**src/hw/rtl/pdc_pkg.sv**
```systemverilog
// Package for the packet deframer with CRC-32 check.
// Holds the queue entry type, status and header codes and the bytewise CRC-32 update.
// Used by pdc_front, pdc_queue, pdc_back and packet_deframer_crc32_check.
`timescale 1ns / 1ps

package pdc_pkg;

  localparam int unsigned HdrBytes = 12;
  localparam int unsigned HdrIdxW  = 4;

  localparam logic [HdrIdxW-1:0] HDR_TYPE      = 4'd0;
  localparam logic [HdrIdxW-1:0] HDR_LEN_FIRST = 4'd1;
  localparam logic [HdrIdxW-1:0] HDR_LEN_LAST  = 4'd4;
  localparam logic [HdrIdxW-1:0] HDR_CRC_FIRST = 4'd5;
  localparam logic [HdrIdxW-1:0] HDR_CRC_LAST  = 4'd8;
  localparam logic [HdrIdxW-1:0] HDR_TS_FIRST  = 4'd9;
  localparam logic [HdrIdxW-1:0] HDR_TS_LAST   = 4'd10;
  localparam logic [HdrIdxW-1:0] HDR_PAD       = 4'(HdrBytes - 1);

  localparam logic [1:0] ST_OK       = 2'd0;
  localparam logic [1:0] ST_TOO_LONG = 2'd1;
  localparam logic [1:0] ST_CRC_BAD  = 2'd2;

  localparam logic [15:0] MAX_PAYLOAD_RST = 16'd4096;
  localparam logic [31:0] CRC_POLY        = 32'hEDB8_8320;
  localparam logic [31:0] CRC_INIT        = 32'hFFFF_FFFF;

  // One classified item handed from the front to the back.
  typedef struct packed {
    logic [7:0]  data;
    logic        byte_valid;
    logic        frame_end;
    logic        crc_check;
    logic [1:0]  status;
    logic [7:0]  pkt_type;
    logic [31:0] pkt_length;
    logic [15:0] pkt_stamp;
    logic [31:0] exp_crc;
  } item_t;

  function automatic logic [31:0] crc_byte(input logic [31:0] crc, input logic [7:0] b);
    logic [31:0] c;
    c = crc ^ {24'd0, b};
    for (int i = 0; i < 8; i++) begin
      c = c[0] ? ((c >> 1) ^ CRC_POLY) : (c >> 1);
    end
    return c;
  endfunction

endpackage

```
**src/hw/rtl/pdc_front.sv**
```systemverilog
// Front end: parses the 12-byte header, tracks the payload count and classifies each byte.
// Pushes one pdc_pkg::item_t per result into the queue; depends on pdc_pkg.
`timescale 1ns / 1ps

module pdc_front (
  input  logic               clk_i,
  input  logic               rst_ni,
  input  logic               cfg_we_i,
  input  logic [15:0]        cfg_wdata_i,
  input  logic               in_valid_i,
  output logic               in_ready_o,
  input  logic [7:0]         in_byte_i,
  input  logic               q_full_i,
  output logic               q_push_o,
  output pdc_pkg::item_t     q_item_o
);

  logic [15:0]                  max_q;
  logic                         in_pay_q, in_pay_d;
  logic [pdc_pkg::HdrIdxW-1:0]  idx_q, idx_d;
  logic [15:0]                  left_q, left_d;
  logic [7:0]                   type_q, type_d;
  logic [31:0]                  len_q, len_d;
  logic [31:0]                  crc_q, crc_d;
  logic [15:0]                  stamp_q, stamp_d;
  logic                         acc;

  assign in_ready_o = !q_full_i;
  assign acc        = in_valid_i && !q_full_i;

  always_comb begin
    in_pay_d = in_pay_q;
    idx_d    = idx_q;
    left_d   = left_q;
    type_d   = type_q;
    len_d    = len_q;
    crc_d    = crc_q;
    stamp_d  = stamp_q;
    q_push_o = 1'b0;
    q_item_o = '{data: 8'd0, byte_valid: 1'b0, frame_end: 1'b0, crc_check: 1'b0,
                 status: pdc_pkg::ST_OK, pkt_type: type_q, pkt_length: len_q,
                 pkt_stamp: stamp_q, exp_crc: crc_q};
    if (acc) begin
      if (in_pay_q) begin
        q_push_o            = 1'b1;
        q_item_o.data       = in_byte_i;
        q_item_o.byte_valid = 1'b1;
        left_d              = left_q - 16'd1;
        if (left_q == 16'd1) begin
          q_item_o.frame_end = 1'b1;
          q_item_o.crc_check = 1'b1;
          in_pay_d           = 1'b0;
        end
      end else begin
        case (idx_q) inside
          pdc_pkg::HDR_TYPE: begin
            type_d = in_byte_i;
          end
          [pdc_pkg::HDR_LEN_FIRST:pdc_pkg::HDR_LEN_LAST]: begin
            len_d = {len_q[23:0], in_byte_i};
          end
          [pdc_pkg::HDR_CRC_FIRST:pdc_pkg::HDR_CRC_LAST]: begin
            crc_d = {crc_q[23:0], in_byte_i};
          end
          [pdc_pkg::HDR_TS_FIRST:pdc_pkg::HDR_TS_LAST]: begin
            stamp_d = {stamp_q[7:0], in_byte_i};
          end
          default: ;
        endcase
        if (idx_q == pdc_pkg::HDR_PAD) begin
          idx_d = pdc_pkg::HDR_TYPE;
          if (len_q > {16'd0, max_q}) begin
            q_push_o           = 1'b1;
            q_item_o.frame_end = 1'b1;
            q_item_o.status    = pdc_pkg::ST_TOO_LONG;
          end else if (len_q == 32'd0) begin
            q_push_o           = 1'b1;
            q_item_o.frame_end = 1'b1;
            q_item_o.status    = (crc_q == 32'd0) ? pdc_pkg::ST_OK : pdc_pkg::ST_CRC_BAD;
          end else begin
            in_pay_d = 1'b1;
            left_d   = len_q[15:0];
          end
        end else begin
          idx_d = idx_q + 4'd1;
        end
      end
    end
  end

  always_ff @(posedge clk_i or negedge rst_ni) begin
    if (!rst_ni) begin
      max_q    <= pdc_pkg::MAX_PAYLOAD_RST;
      in_pay_q <= 1'b0;
      idx_q    <= pdc_pkg::HDR_TYPE;
      left_q   <= 16'd0;
      type_q   <= 8'd0;
      len_q    <= 32'd0;
      crc_q    <= 32'd0;
      stamp_q  <= 16'd0;
    end else begin
      if (cfg_we_i) begin
        max_q <= cfg_wdata_i;
      end
      in_pay_q <= in_pay_d;
      idx_q    <= idx_d;
      left_q   <= left_d;
      type_q   <= type_d;
      len_q    <= len_d;
      crc_q    <= crc_d;
      stamp_q  <= stamp_d;
    end
  end

endmodule

```
**src/hw/rtl/pdc_queue.sv**
```systemverilog
// Two-entry queue of classified items between the front and the back.
// Depends on pdc_pkg for the entry type.
`timescale 1ns / 1ps

module pdc_queue (
  input  logic           clk_i,
  input  logic           rst_ni,
  input  logic           push_i,
  input  pdc_pkg::item_t push_item_i,
  output logic           full_o,
  input  logic           pop_i,
  output logic           valid_o,
  output pdc_pkg::item_t pop_item_o
);

  pdc_pkg::item_t mem_q [2];
  logic           wr_q, rd_q;
  logic [1:0]     cnt_q;

  assign full_o     = (cnt_q == 2'd2);
  assign valid_o    = (cnt_q != 2'd0);
  assign pop_item_o = mem_q[rd_q];

  always_ff @(posedge clk_i or negedge rst_ni) begin
    if (!rst_ni) begin
      wr_q  <= 1'b0;
      rd_q  <= 1'b0;
      cnt_q <= 2'd0;
    end else begin
      if (push_i) begin
        wr_q <= !wr_q;
      end
      if (pop_i) begin
        rd_q <= !rd_q;
      end
      if (push_i && !pop_i) begin
        cnt_q <= cnt_q + 2'd1;
      end else if (pop_i && !push_i) begin
        cnt_q <= cnt_q - 2'd1;
      end
    end
  end

  always_ff @(posedge clk_i) begin
    if (push_i) begin
      mem_q[wr_q] <= push_item_i;
    end
  end

endmodule

```
**src/hw/rtl/pdc_back.sv**
```systemverilog
// Back end: runs the CRC-32 over payload bytes, settles the status and holds the result register.
// Depends on pdc_pkg for the item type, status codes and CRC update.
`timescale 1ns / 1ps

module pdc_back (
  input  logic           clk_i,
  input  logic           rst_ni,
  input  logic           q_valid_i,
  input  pdc_pkg::item_t q_item_i,
  output logic           q_pop_o,
  output logic           out_valid_o,
  input  logic           out_ready_i,
  output pdc_pkg::item_t out_item_o
);

  logic           out_valid_q;
  pdc_pkg::item_t out_q, out_d;
  logic [31:0]    crc_q, crc_d, crc_upd;
  logic           take;

  assign take        = !out_valid_q || out_ready_i;
  assign q_pop_o     = q_valid_i && take;
  assign out_valid_o = out_valid_q;
  assign out_item_o  = out_q;
  assign crc_upd     = pdc_pkg::crc_byte(crc_q, q_item_i.data);

  always_comb begin
    crc_d = crc_q;
    out_d = q_item_i;
    if (q_pop_o && q_item_i.byte_valid) begin
      crc_d = q_item_i.frame_end ? pdc_pkg::CRC_INIT : crc_upd;
    end
    if (q_item_i.crc_check) begin
      out_d.status = ((crc_upd ^ pdc_pkg::CRC_INIT) == q_item_i.exp_crc) ?
                     pdc_pkg::ST_OK : pdc_pkg::ST_CRC_BAD;
    end
  end

  always_ff @(posedge clk_i or negedge rst_ni) begin
    if (!rst_ni) begin
      out_valid_q <= 1'b0;
      crc_q       <= pdc_pkg::CRC_INIT;
    end else begin
      if (take) begin
        out_valid_q <= q_valid_i;
      end
      crc_q <= crc_d;
    end
  end

  always_ff @(posedge clk_i) begin
    if (q_pop_o) begin
      out_q <= out_d;
    end
  end

endmodule

```
**src/hw/rtl/packet_deframer_crc32_check.sv**
```systemverilog
// Deframes back-to-back length-prefixed frames (12-byte header, then payload) from a byte
// stream, passes payload bytes out and checks each frame's CRC-32 (reflected, IEEE). One byte
// is taken per clock cycle while the queue is not full; a result passes through the queue and
// the output register, with a single bytewise CRC update in the back end. Header bytes give
// no result; a frame closes on its last payload byte, or on the last header byte when the
// length is zero or above max_payload. A two-entry queue and an output register decouple the
// parser from the CRC stage and the downstream sink. Top level; depends on pdc_pkg,
// pdc_front, pdc_queue and pdc_back.
`timescale 1ns / 1ps

module packet_deframer_crc32_check (
  input  logic        clk_i,
  input  logic        rst_ni,
  input  logic        cfg_we_i,
  input  logic [15:0] cfg_wdata_i,       // max_payload
  input  logic        s_axis_tvalid,
  output logic        s_axis_tready,
  input  logic [7:0]  s_axis_tdata,      // [7:0] rx_byte
  output logic        m_axis_tvalid,
  input  logic        m_axis_tready,
  output logic [71:0] m_axis_tdata,      // [7:0] out_byte, [9:8] status, [17:10] pkt_type,
                                         // [49:18] pkt_length, [65:50] pkt_stamp, rest zero
  output logic        m_axis_tuser,      // [0] byte_valid
  output logic        m_axis_tlast       // frame_end
);

  logic           push, full, pop, q_valid;
  pdc_pkg::item_t push_item, pop_item, out_item;

  pdc_front u_front (
    .clk_i       (clk_i),
    .rst_ni      (rst_ni),
    .cfg_we_i    (cfg_we_i),
    .cfg_wdata_i (cfg_wdata_i),
    .in_valid_i  (s_axis_tvalid),
    .in_ready_o  (s_axis_tready),
    .in_byte_i   (s_axis_tdata),
    .q_full_i    (full),
    .q_push_o    (push),
    .q_item_o    (push_item)
  );

  pdc_queue u_queue (
    .clk_i       (clk_i),
    .rst_ni      (rst_ni),
    .push_i      (push),
    .push_item_i (push_item),
    .full_o      (full),
    .pop_i       (pop),
    .valid_o     (q_valid),
    .pop_item_o  (pop_item)
  );

  pdc_back u_back (
    .clk_i       (clk_i),
    .rst_ni      (rst_ni),
    .q_valid_i   (q_valid),
    .q_item_i    (pop_item),
    .q_pop_o     (pop),
    .out_valid_o (m_axis_tvalid),
    .out_ready_i (m_axis_tready),
    .out_item_o  (out_item)
  );

  assign m_axis_tdata = {6'd0, out_item.pkt_stamp, out_item.pkt_length, out_item.pkt_type,
                         out_item.status, out_item.data};
  assign m_axis_tuser = out_item.byte_valid;
  assign m_axis_tlast = out_item.frame_end;

endmodule

```
**config.mk**
```make
export PLATFORM = sky130hd
export DESIGN_NAME = packet_deframer_crc32_check
export DESIGN_NICKNAME = d
export VERILOG_FILES = /design/src/hw/rtl/pdc_pkg.sv /design/src/hw/rtl/pdc_front.sv /design/src/hw/rtl/pdc_queue.sv /design/src/hw/rtl/pdc_back.sv /design/src/hw/rtl/packet_deframer_crc32_check.sv
export SDC_FILE = /design/constraint.sdc
export NUM_CORES = 1
export LEC_CHECK = 0
export BUFFER_PORTS_ARGS = -buffer_cell sky130_fd_sc_hd__buf_2
export CAP_MARGIN = 30
export CELL_PAD_IN_SITES_DETAIL_PLACEMENT = 1
export CELL_PAD_IN_SITES_GLOBAL_PLACEMENT = 2
export CORE_UTILIZATION = 41
export CTS_CLUSTER_SIZE = 30
export DETAILED_ROUTE_END_ITERATION = 8
export PLACE_DENSITY_LB_ADDON = 0.3
export SLEW_MARGIN = 10
export SYNTH_ARGS = -nofsm -noshare
export SYNTH_HDL_FRONTEND = slang
export SYNTH_SLANG_ARGS = --single-unit
```
**constraint.sdc**
```tcl
create_clock -name clk_i -period 6.8 [get_ports clk_i]
set_input_delay 0.34 -clock clk_i [delete_from_list [all_inputs] [get_ports clk_i]]
set_output_delay 0.34 -clock clk_i [all_outputs]
set_load 0.01 [all_outputs]
```
==> run metrics, run 1 <==
Fmax achieved=250.9 MHz; number of library cell types mapped by synthesis=64; Avg Inst Size Synth=15.97 um^2; nets@finish=1326; CP max FO=58; status=finished, final reports clean; CTS root buf=clkbuf_16; Initial Util=41.82%; Internal Power=7.309 mW; wire per inst=21.94 um; Final Skew=0.02420 ns; TritonCTS clock tree=done; area of the multi-input gates=5589 um^2; endpoint class of the critical path=flop; hold depth=3; layout cells sized above 1=29.98%; Least-Margin Pin Slew=0.9674 ns; Critical Path Source Type=flop; Worst path slowest cell=dfrtp_4; vias in the first global route=10320; maxcap violations=0; TritonRoute pass-1 iters=5; cells on worst reg2reg path=8; post-synthesis sequential area ratio=67.43%; Async SR Flop Fraction=37.50%; critical path, cell by cell=mux2_4 -> xor2_4 -> xnor2_2 -> xnor3_1 -> nor4_1 -> nand4_1 -> a2111oi_2 -> a21oi_1; Finished Core Util=48.57%; H-tree depth=2; Num CTS Buffers=46; EDFF count, synth=270; global-route wire length before repair=63180 um; fillers=4168; clock sink count=432; largest net degree at the start of global routing=90; DR iter-0 viols=497; GRT overflow=0; clock share of power=22.9%; RSZ-0062 raised after global routing=false; VDD IR max=0.2900 mV; Die ar.=44980 um^2; post-synth top area cell=edfxtp_1; core area=43270 um^2; cts repair resizes=0; Die X=212.1 um; WL final=41590 um; io pins=105; PwrDens=525.3 nW/um^2; YS warnings=0; Row Count=76; Vias/cell=5.190; initial antenna violation count=2; Reg power frac=36.4%; clk_lat worst skew=0.58 ns; Total Power=11.04 mW; Yosys top cell area share=44.80%; synthesized cell area=18100 um^2; sequential cell area=12210 um^2; IO Port Bufs=98; Routability Congestion=0.8031; Worst EP arrival=4.27 ns; DR vias=9840; setup TNS=0 ns; drt drc=0; main flop type after synthesis=edfxtp_1; cts-stage hold buffer count=17; Hold Path Class=in -> reg; n_diodes=0; ANT nets after route=0; Die Y=212.1 um; Final Hold Viols=0; Worst Path Required=7.09 ns; Final Slew Violations=0; combinational power share=40.7%; P&R area growth vs syn=16.14%; worst setup path class=reg -> reg; Max Root-Sink Buffers=3; #FFs+latches synth=432; Clock Pin Slew Worst Setup and Hold Paths=0.06 ns; Final Cycle Share=58.61%; GRT Total Usage=18.94%; top post-synthesis cells by area=edfxtp_1 (45%), dfrtp_1 (18%), mux2_2 (9.5%); post-layout min period=3.986 ns; Net Sw Frac=33.80%; Post-Synthesis Cells=1133; R2R Setup Slk=2.81 ns; Net Switching=3.731 mW; Final setup viols=0; Pleak=8.499 nW; slowest stage delay, CP=1.02 ns; Slew HR=35.51%; postcts setup bufs=0; Post-DP HPWL=27430 um
## worst max-delay path: cells and delay by family, from the launching register on
kind,cells,cell delay [ns]
XOR/XNOR,3,1.38
AND/OR/NAND/NOR,2,0.46
AO/OA/AOI/OAI,2,0.36
flip-flops,1,1.02
multiplexers,1,0.39
## metrics by stage
step                worst slack (ns)  hold WS, ns  cell area (um^2)  std cells
floorplan                     0.1453      0.04441             18110       1138
global placement               2.824       0.4435             19240       1790
detailed placement             2.809       0.4512             19290       1793
CTS                            2.788      0.03031             21000       1895
global route                   2.506      0.06601             21020       1896
finish                         2.814      0.05288             21020       1896
## power by group through the flow
stage / clock (mW) / sequential, mW / combinational (mW)
4_1_cts: 2.60 / 4.04 / 4.54
3_5_place_dp: 0 / 4.08 / 4.51
6_report: 2.53 / 4.02 / 4.49
2_1_floorplan: 0 / 4.08 / 3.30
5_1_grt: 2.68 / 4.09 / 4.85
3_3_place_gp: 0 / 4.05 / 4.45
## cell usage after synthesis, drive strengths merged (7+ instances only)
cell type	n
nand2	40
dfrtp	129
ha	23
mux2	153
mux2i	35
inv	32
nor3	14
o22a	12
clkbuf	22
o21ai	34
and3	18
a221o	7
a21oi	40
nand4	13
xnor3	22
nand3	16
dfstp	33
xnor2	48
buf	21
xor2	29
edfxtp	270
nor2	41
nor4	23
## cell usage in the layout, fill, tap and decap left out, types with 8 or more instances in the layout
cell type        n
edfxtp_1       270
mux2_2         152
dfrtp_1        128
buf_2           97
clkbuf_16       46
nand2_1         40
nor2_1          40
a21oi_1         40
xnor2_1         39
o21ai_0         34
dfstp_2         33
inv_1           31
mux2i_1         30
xor2_1          27
nor4_1          23
ha_1            23
xnor3_1         21
and3_1          18
dlygate4sd3_1   17
nand3_1         16
nor3_1          14
nand4_1         13
o22a_1          12
buf_4           12
clkinv_2        10
clkbuf_1         9
clkinv_1         8
## registers in the layout, summed over array words and instances, names as in the netlist, 2 cells and up
register and flops:
u_front.type_q 8, u_queue.mem_q 202, u_back.out_item_o 68, u_back.crc_q 32, u_front.left_q 16, u_queue.cnt_q 2
u_front.crc_q 32, u_front.len_q 32, u_front.max_q 16, u_front.idx_q 4, u_front.stamp_q 16
## layout make-up
class,count,area share (%)
Sequential cell,432,58.08
Multi-Input combinational cell,629,26.59
Clock buffer,60,5.965
Timing Repair Buffer,131,3.941
Tap cell,585,3.483
Clock inverter,25,1.322
Inverter,34,0.6132
## per-layer routing
layer  vias to the layer above  wire length, um  global-route usage [%]  share of wire, %
li1                       4497                -                       -                 -
met1                      5122            19300                   26.93                46
met2                       174            19900                   30.20                48
met3                        47             1704                   2.925               4.1
met4                         0              687                   5.222               1.7
met5                         -                0                       0                 0
## worst paths after layout
path	from	endpoint
min	m_axis_tready	u_back.out_valid_o
max reg2reg	u_queue.rd_q	u_back.out_item_o[89]
max in group asynchronous	rst_ni	u_back.crc_q[31]
max	u_queue.rd_q	u_back.out_item_o[89]
min reg2reg	u_front.stamp_q[14]	u_queue.mem_q[0][46]
min in group asynchronous	rst_ni	u_back.out_valid_o
## cells by family after synthesis
kind of cell	Yosys count	share of synthesized area, %
adder cells (fa/ha/maj)	23	1.590
XOR/XNOR	104	7.896
other	1	0.02072
buffers and inverters	77	1.867
multiplexers	188	11.68
AO/OA/AOI/OAI	122	4.349
AND/OR/NAND/NOR	186	5.165
flip-flops	432	67.43
Note: power is estimated with default switching activity, not from simulation.
==> inputs of run 2 (changes only) <==
--- a/config.mk
+++ b/config.mk
@@ -9,7 +9,7 @@
 export CAP_MARGIN = 30
 export CELL_PAD_IN_SITES_DETAIL_PLACEMENT = 1
 export CELL_PAD_IN_SITES_GLOBAL_PLACEMENT = 2
-export CORE_UTILIZATION = 41
+export CORE_UTILIZATION = 45
 export CTS_CLUSTER_SIZE = 30
 export DETAILED_ROUTE_END_ITERATION = 8
 export PLACE_DENSITY_LB_ADDON = 0.3
==> constraint.sdc (replaced) <==
create_clock -name clk_i -period 3.7 [get_ports clk_i]
set_input_delay 0.185 -clock clk_i [delete_from_list [all_inputs] [get_ports clk_i]]
set_output_delay 0.185 -clock clk_i [all_outputs]
set_load 0.01 [all_outputs]
==> run 2 against run 1 <==
  * Wire length up 2.6%
  * Critical path depth did not move
  * Sequential share of layout area down 0.22 points
  * Critical endpoint unchanged
==> run metrics, run 2 (synthesis gave the netlist of run 1 again) <==
status=finished, final reports clean; Row Count=73; Routability Congestion=0.8591; clock share of power=22.1%; wire per inst=22.91 um; CTS root buf=clkbuf_16; postcts setup bufs=0; combinational power share=41.7%; CP max FO=19; clk_lat worst skew=0.58 ns; RSZ-0062 raised after global routing=false; core area=39730 um^2; WL final=42670 um; Final setup viols=0; Internal Power=13.42 mW; maxcap violations=0; Worst Path Required=3.99 ns; DR vias=10110; met1 global-route usage=29.81%; Initial Util=45.55%; DR iter-0 viols=550; Final Hold Viols=0; met2 Track Usage GR=33.66%; max reg flops=202; Pleak=8.592 nW; Max Root-Sink Buffers=3; critical path, cell by cell=mux2_2 -> xor2_4 -> xnor3_2 -> xor3_1 -> xnor2_1 -> nand4_1 -> a2111oi_2 -> a21oi_1; Worst Path Buf+Inv=0; ANT nets after route=0; Fmax achieved=293.8 MHz; Worst path slowest cell=dfrtp_4; nets@finish=1351; post-layout min period=3.404 ns; Net Switching=6.855 mW; Num CTS Buffers=47; initial antenna violation count=1; GRT Total Usage=21.20%; met3 Use GR=4.205%; fillers=3785; setup TNS=0 ns; Final Slew Violations=0; Critical Path Source Type=flop; H-tree depth=2; Finished Core Util=53.09%; leading cell type in the layout, fill and taps excluded=edfxtp_1; TritonCTS clock tree=done; TritonRoute pass-1 iters=4; Die ar.=41020 um^2; Net Sw Frac=33.81%; VDD IR max=0.6534 mV; GRT overflow=0; global-route wire length before repair=65250 um; slowest stage delay, CP=0.66 ns; worst setup path class=reg -> reg; Slew HR=40.42%; largest reg by FF count=u_queue.mem_q; drt drc=0; Die X=202.5 um; Least-Margin Pin Slew=0.8937 ns; Post-DP HPWL=27950 um; Die Y=202.5 um; global route hottest layer=met2; Total Power=20.28 mW; IO Port Bufs=98; most frequent cells in the layout=edfxtp_1 (270), mux2_2 (152), dfrtp_1 (128), buf_2 (97), clkbuf_16 (47); Clock Pin Slew Worst Setup and Hold Paths=0.06 ns; Hold Path Class=in -> reg; io pins=105; endpoint class of the critical path=flop; Reg power frac=36.2%; layout cells sized above 1=30.67%; Vias/cell=5.425; Final Cycle Share=92.01%; vias in the first global route=10490; largest net degree at the start of global routing=71; P&R area growth vs syn=16.57%; Final Skew=0.02747 ns; clock sink count=432; Worst Hold Margin=0.02831 ns; cell family with most CP delay=XOR/XNOR gates; Worst EP arrival=3.70 ns; PwrDens=961.2 nW/um^2
## run 2: final cells by class
class	instances	area (um^2)	area share (%)
Antenna cell	1	2.502	0.01186
Clock buffer	70	1303	6.174
Clock inverter	17	161.4	0.7651
Inverter	34	128.9	0.6109
Multi-Input combinational cell	629	5597	26.53
Sequential cell	432	12210	57.86
Tap cell	525	656.9	3.114
Timing Repair Buffer	155	1040	4.929
## run 2: worst paths after layout
kind,cells after the start,slack [ns],to,start
worst max-delay path,8,0.30,u_back.out_item_o[89],u_queue.rd_q
worst min-delay path,2,0.03,u_front.len_q[6],s_axis_tdata[6]
worst max register to register,8,0.30,u_back.out_item_o[89],u_queue.rd_q
worst min register to register,0,0.47,u_queue.mem_q[1][42],u_front.stamp_q[10]
max in group asynchronous,3,2.57,u_front.max_q[12],rst_ni
min in group asynchronous,2,0.19,u_front.crc_q[21],rst_ni
## run 2: timing repair
action                                  in CTS  in global routing
hold endpoints to repair                    61                  0
endpoints found under the setup margin       0                  1
resized for setup                            0                  1
hold buffers                                21                  0
## run 2: power groups by stage
stage / registers [mW] / clock network [mW] / logic, mW
floorplan: 7.45 / 0 / 6.06
global placement: 7.36 / 0 / 8.29
detailed placement: 7.42 / 0 / 8.44
CTS: 7.35 / 4.58 / 8.52
global route: 7.45 / 4.74 / 9.07
finish: 7.33 / 4.48 / 8.46
## run 2: per-layer routing
metal / wire length (um) / share of wire [%] / vias up
met2: 20370 / 48 / 228
met3: 2153 / 5.0 / 40
met4: 704 / 1.6 / 0
met1: 19450 / 46 / 5281
li1: - / - / 4557
met5: 0 / 0 / -
## run 2: through the flow
stage	instance area [um^2]	setup slack, ns	instances
2_1_floorplan	18120	-1.037	1138
3_3_place_gp	19410	0.2438	1754
3_5_place_dp	19410	0.1930	1754
4_1_cts	21090	0.1216	1862
5_1_grt	21090	0.1521	1862
6_report	21100	0.2958	1863
## run 2: worst register-to-register path, stage by stage, from the launching register on
cell and delay, ns:
dfrtp_4 0.66, mux2_2 0.45, xor2_4 0.28, xnor3_2 0.48, xor3_1 0.44, xnor2_1 0.20
nand4_1 0.15, a2111oi_2 0.34, a21oi_1 0.14
